File: src/design/smkt_pkg.sv
package smkt_pkg;

    // Operation codes carried in tuser
    localparam logic [2:0] OP_KEY        = 3'd0;
    localparam logic [2:0] OP_AUTO_CAPS  = 3'd1;
    localparam logic [2:0] OP_IND_CLICK  = 3'd2;
    localparam logic [2:0] OP_CONTENT    = 3'd3;
    localparam logic [2:0] OP_SOFT_RESET = 3'd4;

    // Key classes
    localparam logic [2:0] KC_SHIFT = 3'd0;
    localparam logic [2:0] KC_FN    = 3'd1;
    localparam logic [2:0] KC_SYM   = 3'd2;
    localparam logic [2:0] KC_MOD   = 3'd3;

    // Modifier modes
    localparam logic [1:0] MODE_CLEAR   = 2'd0;
    localparam logic [1:0] MODE_LATCHED = 2'd1;
    localparam logic [1:0] MODE_LOCKED  = 2'd2;

    // Content kinds
    localparam logic [1:0] CT_FREE   = 2'd0;
    localparam logic [1:0] CT_NUMBER = 2'd1;
    localparam logic [1:0] CT_PHONE  = 2'd2;

    // Held key bits
    localparam int HELD_SYM_BIT = 2;

    typedef struct packed {
        logic [1:0] shift_state;
        logic       shift_between;
        logic [1:0] fn_state;
        logic       fn_between;
        logic [2:0] held_keys;
        logic       sym_char_seen;
        logic       auto_caps_on;
        logic       filter_next;
        logic [1:0] content_kind;
    } state_t;

    typedef struct packed {
        logic [2:0] op;
        logic [2:0] key_class;
        logic       key_pressed;
        logic       force_processing;
        logic       caps_value;
        logic [1:0] content_type_value;
    } item_t;

    typedef struct packed {
        logic       eaten;
        logic [1:0] shift_mode;
        logic [1:0] fn_mode;
        logic       symbol_click;
        logic       accent_compose;
        logic       accent_commit;
        logic       shift_changed;
        logic       symbol_view_ok;
    } result_t;

endpackage

File: src/design/smkt_eval.sv
module smkt_eval
    import smkt_pkg::*;
(
    input  state_t  state_cur,
    input  item_t   item,
    output state_t  state_next,
    output result_t result
);

    typedef struct packed {
        state_t st;
        logic   pulse;
    } work_t;

    // Move one modifier to a target mode; number content only lets Fn lock
    function automatic work_t set_mod(work_t w_in, logic which, logic [1:0] target);
        work_t      w;
        logic [1:0] cur;
        w   = w_in;
        cur = which ? w.st.fn_state : w.st.shift_state;
        if (!(w.st.content_kind == CT_NUMBER && !(which && target == MODE_LOCKED))
            && target != cur)
        begin
            if (which)
            begin
                w.st.fn_state = target;
                if (target == MODE_CLEAR)
                    w.st.fn_between = 1'b0;
            end
            else
            begin
                w.st.shift_state = target;
                if (target == MODE_CLEAR)
                    w.st.shift_between = 1'b0;
                w.pulse = 1'b1;
            end
        end
        return w;
    endfunction

    function automatic work_t mod_press(work_t w_in, logic which);
        work_t w;
        w = w_in;
        if ((which ? w.st.shift_state : w.st.fn_state) != MODE_CLEAR)
            w = set_mod(w, !which, MODE_CLEAR);
        if ((which ? w.st.fn_state : w.st.shift_state) == MODE_CLEAR)
            w = set_mod(w, which, MODE_LATCHED);
        return w;
    endfunction

    // Release cycles latched, latched again, locked, clear; a shift latched by auto caps clears on release
    function automatic work_t mod_release(work_t w_in, logic which);
        work_t      w;
        logic [1:0] cur;
        logic [1:0] target;
        w      = w_in;
        cur    = which ? w.st.fn_state : w.st.shift_state;
        target = MODE_CLEAR;
        if (cur != MODE_CLEAR)
        begin
            if (cur == MODE_LATCHED)
            begin
                if (!which && w.st.auto_caps_on)
                    w.st.auto_caps_on = 1'b0;
                else if (which ? w.st.fn_between : w.st.shift_between)
                    target = MODE_LOCKED;
                else
                begin
                    if (which)
                        w.st.fn_between = 1'b1;
                    else
                        w.st.shift_between = 1'b1;
                    target = MODE_LATCHED;
                end
            end
            w = set_mod(w, which, target);
            w.st.filter_next = 1'b1;
        end
        return w;
    endfunction

    work_t w_cur;
    logic  filter_this;
    logic  click_sel;
    logic  eaten;
    logic  sym_click;
    logic  compose;
    logic  commit;

    always_comb
    begin
        w_cur.st    = state_cur;
        w_cur.pulse = 1'b0;
        filter_this = 1'b0;
        click_sel   = 1'b0;
        eaten       = 1'b0;
        sym_click   = 1'b0;
        compose     = 1'b0;
        commit      = 1'b0;
        unique case (item.op)
            OP_KEY:
            begin
                filter_this          = w_cur.st.filter_next;
                w_cur.st.filter_next = 1'b0;
                if (item.key_class <= KC_SYM)
                begin
                    if (item.key_class != KC_SYM)
                    begin
                        if (item.key_pressed)
                            w_cur = mod_press(w_cur, item.key_class[0]);
                        else
                            w_cur = mod_release(w_cur, item.key_class[0]);
                    end
                    else if (!item.key_pressed)
                    begin
                        if (!w_cur.st.sym_char_seen)
                        begin
                            sym_click = 1'b1;
                            if (w_cur.st.shift_state != MODE_CLEAR
                                || w_cur.st.fn_state != MODE_CLEAR)
                                w_cur.st.filter_next = 1'b1;
                        end
                        else
                            commit = 1'b1;
                    end
                    w_cur.st.held_keys[item.key_class[1:0]] = item.key_pressed;
                    if (item.key_class == KC_SYM)
                        w_cur.st.sym_char_seen = 1'b0;
                end
                else if (filter_this || item.force_processing || w_cur.st.held_keys != 3'd0)
                begin
                    if (item.key_class != KC_MOD && item.key_pressed)
                    begin
                        if (w_cur.st.shift_state == MODE_LATCHED)
                            w_cur = set_mod(w_cur, 1'b0, MODE_CLEAR);
                        if (w_cur.st.fn_state == MODE_LATCHED)
                            w_cur = set_mod(w_cur, 1'b1, MODE_CLEAR);
                        if (w_cur.st.held_keys[HELD_SYM_BIT])
                        begin
                            compose                = 1'b1;
                            w_cur.st.sym_char_seen = 1'b1;
                        end
                    end
                    eaten = w_cur.st.held_keys[HELD_SYM_BIT];
                end
            end
            OP_AUTO_CAPS:
            begin
                if (w_cur.st.auto_caps_on != item.caps_value
                    && (w_cur.st.shift_state == MODE_CLEAR || w_cur.st.auto_caps_on))
                begin
                    w_cur = set_mod(w_cur, 1'b0, item.caps_value ? MODE_LATCHED : MODE_CLEAR);
                    w_cur.st.auto_caps_on = item.caps_value;
                end
            end
            OP_IND_CLICK:
            begin
                click_sel = (w_cur.st.shift_state == MODE_CLEAR)
                            && (w_cur.st.fn_state != MODE_CLEAR);
                w_cur = mod_press(w_cur, click_sel);
                w_cur = mod_release(w_cur, click_sel);
            end
            OP_CONTENT:
            begin
                w_cur.st.content_kind = item.content_type_value;
                if (item.content_type_value == CT_NUMBER || item.content_type_value == CT_PHONE)
                    w_cur = set_mod(w_cur, 1'b1, MODE_LOCKED);
            end
            OP_SOFT_RESET:
            begin
                w_cur.pulse              = (w_cur.st.shift_state != MODE_CLEAR);
                w_cur.st.shift_state     = MODE_CLEAR;
                w_cur.st.shift_between   = 1'b0;
                w_cur.st.fn_state        = MODE_CLEAR;
                w_cur.st.fn_between      = 1'b0;
                w_cur.st.held_keys       = 3'd0;
                w_cur.st.sym_char_seen   = 1'b0;
                w_cur.st.auto_caps_on    = 1'b0;
                w_cur.st.filter_next     = 1'b0;
            end
            default:
            begin
                w_cur.st = state_cur;
            end
        endcase
    end

    assign state_next              = w_cur.st;
    assign result.eaten            = eaten;
    assign result.shift_mode       = w_cur.st.shift_state;
    assign result.fn_mode          = w_cur.st.fn_state;
    assign result.symbol_click     = sym_click;
    assign result.accent_compose   = compose;
    assign result.accent_commit    = commit;
    assign result.shift_changed    = w_cur.pulse;
    assign result.symbol_view_ok   = !(w_cur.st.content_kind == CT_NUMBER
                                        || w_cur.st.content_kind == CT_PHONE);

endmodule

File: src/design/sticky_modifier_key_tracker_core.sv
// Sticky Shift / Fn modifier tracker with Sym key handling.
//
// Input stream (s_*): one event per transfer. s_tuser holds the operation
// (key event, auto caps, indicator click, content type, soft reset) and
// s_tdata the event's arguments. Output stream (m_*): exactly one result per
// event, in order: swallow flag, both modifier modes, the Sym and shift pulses
// and whether the symbol view is allowed.
//
// An event is first taken into the input register; its result is loaded
// into the result register and offered on m_tvalid. Throughput: one event
// per cycle while m_tready is not held low; the event logic is a single
// pass over the tracker state between the input register and the result
// register, and the state updates in the same cycle the result is loaded.
//
// Reset (rst_n low, asynchronous) clears both modifiers, held keys, flags,
// auto caps and the content kind to free text, and empties both registers.
// When the receiver stalls, the pending result holds on m_tdata and the
// input register still takes one more event; s_tready drops once both are full.
module sticky_modifier_key_tracker_core
    import smkt_pkg::*;
(
    input  logic        clk,
    input  logic        rst_n,
    input  logic        s_tvalid,
    output logic        s_tready,
    // [2:0] key_class, [3] key_pressed, [4] force_processing,
    // [5] caps_value, [7:6] content_type_value
    input  logic [7:0]  s_tdata,
    // [2:0] op
    input  logic [2:0]  s_tuser,
    output logic        m_tvalid,
    input  logic        m_tready,
    // [0] eaten, [2:1] shift_mode, [4:3] fn_mode, [5] symbol_click,
    // [6] accent_compose, [7] accent_commit, [8] shift_changed,
    // [9] symbol_view_ok, [15:10] zero
    output logic [15:0] m_tdata
);

    logic    in_valid_reg;
    item_t   in_item_reg;
    logic    out_valid_reg;
    result_t out_reg;
    state_t  state_reg;
    state_t  state_next;
    result_t result_next;
    logic    advance;

    // Evaluate the held event when the result register is free or being drained
    assign advance  = in_valid_reg && (!out_valid_reg || m_tready);
    assign s_tready = !in_valid_reg || advance;

    smkt_eval u_eval
    (
        .state_cur  (state_reg),
        .item       (in_item_reg),
        .state_next (state_next),
        .result     (result_next)
    );

    // Control state and tracker state
    always_ff @(posedge clk or negedge rst_n)
    begin
        if (!rst_n)
        begin
            in_valid_reg  <= 1'b0;
            out_valid_reg <= 1'b0;
            state_reg     <= '0;
        end
        else
        begin
            if (s_tready)
                in_valid_reg <= s_tvalid;
            if (advance)
            begin
                out_valid_reg <= 1'b1;
                state_reg     <= state_next;
            end
            else if (m_tready)
                out_valid_reg <= 1'b0;
        end
    end

    // Payload registers: capture on transfer, hold otherwise
    always_ff @(posedge clk)
    begin
        if (s_tready && s_tvalid)
        begin
            in_item_reg.op                 <= s_tuser;
            in_item_reg.key_class          <= s_tdata[2:0];
            in_item_reg.key_pressed        <= s_tdata[3];
            in_item_reg.force_processing   <= s_tdata[4];
            in_item_reg.caps_value         <= s_tdata[5];
            in_item_reg.content_type_value <= s_tdata[7:6];
        end
        if (advance)
            out_reg <= result_next;
    end

    assign m_tvalid = out_valid_reg;
    assign m_tdata  = {6'd0,
                       out_reg.symbol_view_ok,
                       out_reg.shift_changed,
                       out_reg.accent_commit,
                       out_reg.accent_compose,
                       out_reg.symbol_click,
                       out_reg.fn_mode,
                       out_reg.shift_mode,
                       out_reg.eaten};

`ifndef SYNTHESIS
    // Tracker state moves only when an event is evaluated
    a_state_hold: assert property (@(posedge clk) disable iff (!rst_n)
        !advance |=> $stable(state_reg))
        else $error("tracker state changed without an event");

    // A held event is never dropped while waiting for the result register
    a_in_hold: assert property (@(posedge clk) disable iff (!rst_n)
        in_valid_reg && !advance |=> in_valid_reg && $stable(in_item_reg))
        else $error("pending event lost");

    // Every evaluated event produces a result
    a_result: assert property (@(posedge clk) disable iff (!rst_n)
        advance |=> m_tvalid)
        else $error("evaluated event gave no result");

    // Soft reset leaves both modifiers clear and no keys held
    a_soft_reset: assert property (@(posedge clk) disable iff (!rst_n)
        advance && in_item_reg.op == OP_SOFT_RESET |=>
            state_reg.shift_state == MODE_CLEAR && state_reg.fn_state == MODE_CLEAR
            && state_reg.held_keys == 3'd0)
        else $error("soft reset left modifier state behind");
`endif

endmodule

File: config.mk
export PLATFORM = sky130hd
export DESIGN_NAME = sticky_modifier_key_tracker_core
export DESIGN_NICKNAME = d
export VERILOG_FILES = /design/src/design/smkt_pkg.sv /design/src/design/smkt_eval.sv /design/src/design/sticky_modifier_key_tracker_core.sv
export SDC_FILE = /design/constraint.sdc
export NUM_CORES = 1
export LEC_CHECK = 0
export BUFFER_PORTS_ARGS = -buffer_cell sky130_fd_sc_hd__buf_2
export CORE_MARGIN = 3
export CORE_UTILIZATION = 50
export CTS_CLUSTER_DIAMETER = 40
export DETAILED_ROUTE_END_ITERATION = 12
export PLACE_DENSITY = 0.7
export SLEW_MARGIN = 40
export SYNTH_ARGS = -nofsm -noshare
export SYNTH_HDL_FRONTEND = slang
export SYNTH_SLANG_ARGS = --single-unit
File: constraint.sdc
create_clock -name clk -period 2.2 [get_ports clk]
set_input_delay 0.11 -clock clk [delete_from_list [all_inputs] [get_ports clk]]
set_output_delay 0.11 -clock clk [all_outputs]
set_load 0.005 [all_outputs]
-- Word level (Yosys, flattened, before mapping)
Index checks and enable logic that the tools add are counted.
W data, S select, Z words.
- input bits: 15
- output and inout bits: 18
- bits in registers: 37
- logic and storage cells: 279
- equality and inequality tests: 40
- order comparisons: 3
- mux-type cells: 134
- bitwise gates (word level): 6
- reduce and logical (&&, ||, !) cells: 70
- operators by type and width (kind ; count):
    $mux W15 ; 26
    $pmux W12 S5 ; 1
    $mux W2 ; 28
    $mux W1 ; 54
    $mux W3 ; 12
    $mux W11 ; 3
    $mux W12 ; 2
    $mux W6 ; 4
    $eq A2 B1 Y1 const B ; 11
    $logic_and A1 B1 Y1 ; 21
    $ne A4 B4 Y1 const B ; 5
    $reduce_and A10 Y1 ; 2
    $reduce_and A8 Y1 ; 2
    $reduce_bool A2 Y1 ; 8
    $logic_not A1 Y1 ; 13
    $logic_not A2 Y1 ; 6
    $eq A3 B2 Y1 const B ; 3
    $eq A2 B2 Y1 const B ; 4
    $logic_or A1 B1 Y1 ; 8
    $pmux W2 S4 ; 1
    $reduce_or A4 Y1 ; 2
    $ne A2 B1 Y1 const B ; 3
    $ne A3 B1 Y1 const B ; 2
    $ne A3 B2 Y1 const B ; 2
    other kinds (22) ; 30

-- Logic depth before layout (Yosys ltp)
- depth in word-level cells: 32
- mapped depth: 7
- depth with buffers taken out: 6

-- Cells and area by module
A second synthesis with hierarchy kept.
- cell total of the unflattened synthesis: 272
- area, all modules: 2566.2 um2
- modules (own cells, without submodules) (module ; sequential area each (um2) ; area an instance (um2) ; times used ; cells an instance):
    sticky_modifier_key_tracker_core ; 1031.0 ; 1347.5 ; 1 ; 66
    smkt_eval ; 0.0 ; 1218.7 ; 1 ; 206

-- Worst setup path after synthesis
Ideal clock, no wire load.
- path type: reg-to-reg
- from: reg state_reg[12] in the netlist's numbering
- to: reg out_reg (netlist bit m_tdata[2]), data pin
- buffers on the path: 1
- setup slack: 0.352 ns
- stages on the path, launching flop included: 7
- library setup time: 0.269 ns
- arrival time: 1.579 ns
- period minus slack after synthesis: 1.848 ns
- data required time: 1.931 ns
- path through: dfrtp_1 -> clkbuf_2 -> nor4b_2 -> a21oi_1 -> or4_1 -> nand4_1 -> nand3_1
- RTL lines (item ; RTL line ; text):
    from (decl) ; sticky_modifier_key_tracker_core.sv:43 ; state_t state_reg;
    from (signal assigned) ; sticky_modifier_key_tracker_core.sv:76 ; state_reg <= state_next;
    to (signal assigned) ; sticky_modifier_key_tracker_core.sv:96 ; out_reg <= result_next;
    to (decl) ; sticky_modifier_key_tracker_core.sv:42 ; result_t out_reg;

-- Final worst setup path
- from: reg in_item_reg[5] in the netlist's numbering
- to: reg state_reg[8] in the netlist's numbering
- longest elaborated chain between the ends: 23
- elaborated cells between the ends (all ways): 56
- classes of those cells: order compare: 1; eq/ne: 9; mux: 33; reduce/logical: 13
- ends and longest elaborated chain (item ; RTL line ; text):
    from (decl) ; sticky_modifier_key_tracker_core.sv:40 ; item_t in_item_reg;
    $mux W1 / $logic_not A1 Y1 (equally long branches) ; -- ;
    $mux W2 / $logic_and A1 B1 Y1 (equally long branches) ; smkt_eval.sv:65, smkt_eval.sv:63 ;
    $mux W2 ; smkt_eval.sv:63 ; if (!which && w.st.auto_caps_on)
    $mux W2 ; smkt_eval.sv:61 ; if (cur == MODE_LATCHED)
    $mux W2 ; smkt_eval.sv:59 ; if (cur != MODE_CLEAR)
    $mux W2 ; smkt_eval.sv:109 ; if (item.key_pressed)
    $mux W2 ; smkt_eval.sv:107 ; if (item.key_class != KC_SYM)
    $mux W2 ; smkt_eval.sv:105 ; if (item.key_class <= KC_SYM)
    (+7 left out) ; -- ;
    $mux W6 ; smkt_eval.sv:21 ; if (!(w.st.content_kind == CT_NUMBER && !(which && target == MODE_LOCKED))
    $mux W15 ; smkt_eval.sv:59 ;
    $mux W15 ; smkt_eval.sv:109 ;
    $mux W11 ; smkt_eval.sv:107 ;
    $mux W11 ; smkt_eval.sv:105 ;
    $mux W11 ; smkt_eval.sv:100 ; unique case (item.op)
    $mux W15 ; smkt_eval.sv:105 ;
    $pmux W12 S5 ; smkt_eval.sv:100 ;
Several ways; a longest one is shown, not always the timed one. The select of a mux whose other input is x is not followed.
A chain may end at the register's enable or synchronous reset.

==> impl_metrics.ini <==
[grt]
grt_pass1_vias = 2366
antenna_found_initial = 0
met2_usage = 0.379
busiest_layer = met2
met3_usage = 0.0622
use_met1 = 0.328
grt_max_degree = 18
grt_usage = 0.249
grt_pass1_wl_um = 11400
grt_overflow_total = 0

[pwr]
ir_worst_vdd_mv = 0.439
p_per_area_nw_per_um2 = 722
finalPower_uw = 2220
leakage_uw = 0.00121

[detailed_routing]
first_pass_iters = 7
drt_iter0_drc = 344
route.detailed.drc = 0
routed_wl_um = 7160
ant_nets = 0
viasPerCell = 6.24
wl_per_cell_um = 17.6
num_vias = 2544

[layout]
drive_above_1_share = 0.243
largest_reg_flops = 14
nets = 355
finalNonFillerCells = 408
diodes = 0
finish.utilization = 0.642
areaGrowthSynthToFinish_pct = 22.5

[synth]
yosys.area.top_type = edfxtp_1
syn-mean-instance-area_um2 = 8.83
synth-edff-count = 21
synth_area_leaders = edfxtp_1, dfrtp_1, a21oi_1
synth_top_area_share = 0.251
synth-seq-cells = 37
synth-main-ff-cell = edfxtp_1
synthArstFlopShare = 0.432
ys_warn_count = 0
synth.cell_area_um2 = 2510
synth.distinct_cells = 62
synth.yosys.seq_area_share = 0.411
syn_inst = 284

[sta]
tightest_slew_ns = 0.549
finalSetupTns_ns = 0
min_period_ns = 2.10
hold_viol_final = 0
setup_viol = 0
fmax_mhz = 475
slew_headroom = 0.634
fin_skew_ns = 0.00893
setup_ws_ns = 0.0964
drv_slew = 0
rsz0062_at_grt = false
finalCritPeriodShare = 0.956

[place]
gp_congestion = 1.01
pre_cts_ws_ns = 0.182
io_buffer_count = 26
dp_hpwl_um = 5200
place_inst = 388

[hold_path]
min_path_type = in -> reg

[floorplan]
die_h_um = 76.8
fp.dieW_um = 76.8
io_pins = 33
coreArea_um2 = 4790
std_cell_rows = 25
start_util = 0.524
dieArea_um2 = 5900

[clock_network]
cts_root_buffer = clkbuf_8
clock_latency_ns = 0.30
clockBufferDepth = 2
cts_tree = built
cts_made_buffers = 5
clkTransAtPathRegs_ns = 0.08
post_cts_buffers = 0
cts-htree-levels = 2
clock_sinks = 37

[worst_setup_path]
cp-end-kind = register
arrival_ns = 2.29
critPathLaunchType = register
critPathMaxFanout = 17
crit_type = reg -> reg
worstPathRequired_ns = 2.39

[status]
outcome = complete, no violations

[job]
drv_cap = 0
## per-stage QoR
stage	hold WS, ns	cell area, um^2
6_report	0.0106	3070
3_5_place_dp	0.0779	2860
3_3_place_gp	0.0773	2860
5_1_grt	0.0382	3070
4_1_cts	0.0105	3070
2_1_floorplan	-0.186	2530
## power by group
part	internal (uW)	switching [uW]
logic	362	445
registers	831	103
clock network	223	253
total	1420	801
## final timing paths
| check | cells after the start | startpoint | slack [ns] | endpoint |
|---|---|---|---|---|
| max in group asynchronous | 2 | rst_n | 1.59 | state_reg[9] |
| hold / removal | 2 | s_tvalid | 0.01 | in_valid_reg |
| hold reg to reg | 1 | in_valid_reg | 0.51 | m_tvalid |
| setup reg to reg | 5 | in_item_reg[5] | 0.1 | state_reg[8] |
| setup / recovery | 5 | in_item_reg[5] | 0.1 | state_reg[8] |
| min in group asynchronous | 2 | rst_n | 0.30 | state_reg[7] |
## routing by layer
metal / wire length [um] / part of all wire
met4: 293 / 0.041
met5: 0 / 0
met1: 2750 / 0.38
met3: 894 / 0.12
met2: 3230 / 0.45
## cell usage after synthesis, types with 3 or more instances
cell type  count
nor2b_1        6
a32oi_1        3
or2_2          5
a21oi_1       21
nand2b_1       7
buf_4          6
o21ai_0       20
nand3_1       13
nor3_1         9
o22ai_1        4
o211ai_1       3
nor4_1         4
dfrtp_1       16
nor2_1        26
xor2_1         3
inv_1          8
or3_1          5
o31ai_1        3
mux2_2         3
buf_2         12
a211oi_1       6
o32a_1         3
a31oi_1        8
clkbuf_1      10
nand2_1       15
edfxtp_1      21
## layout make-up
| class | count | area (um^2) |
|---|---|---|
| flip-flops and latches | 37 | 1030 |
| clock inverters | 2 | 15.0 |
| repair buffers | 76 | 548 |
| well taps | 67 | 83.8 |
| fillers | 413 | 1710 |
| multi-input cells | 211 | 1290 |
| clock buffers | 6 | 72.6 |
| inverters | 9 | 33.8 |
## worst max-delay path, cell delays in order, from the launching register on
cell and delay [ns]:
edfxtp_1 0.70, nor3_1 0.09, a211oi_1 0.21, o21ai_0 0.22, a211oi_1 0.39, mux2_2 0.38
## layout by cell type, fill, tap and decap left out, types with 5 or more instances in the layout
| cell type | netlist | routed |
|---|---|---|
| or3_1 | 5 | 5 |
| or2_2 | 5 | 5 |
| buf_4 | 6 | 37 |
| nand2b_1 | 7 | 7 |
| nand3_1 | 13 | 13 |
| nand2_1 | 15 | 15 |
| inv_1 | 8 | 8 |
| clkbuf_8 | 0 | 5 |
| nor2b_1 | 6 | 6 |
| a211oi_1 | 6 | 6 |
| dlygate4sd3_1 | 0 | 12 |
| a21oi_1 | 21 | 21 |
| nor3_1 | 9 | 9 |
| buf_2 | 12 | 26 |
| nor2_1 | 26 | 26 |
| dfrtp_1 | 16 | 16 |
| o21ai_0 | 20 | 20 |
| conb_1 | 1 | 6 |
| edfxtp_1 | 21 | 21 |
| a31oi_1 | 8 | 8 |
## kinds of logic after synthesis
family / share of synthesized area
AO/OA/AOI/OAI: 0.255
XOR/XNOR: 0.0140
buffers and inverters: 0.0828
flip-flops: 0.411
multiplexers: 0.0215
other: 0.00150
AND/OR/NAND/NOR: 0.214
## what timing repair did
item,in CTS,in global routing
resized for setup,0,0
hold buffers,12,0
hold endpoints to repair,27,0
(Power assumes the default switching activity.)
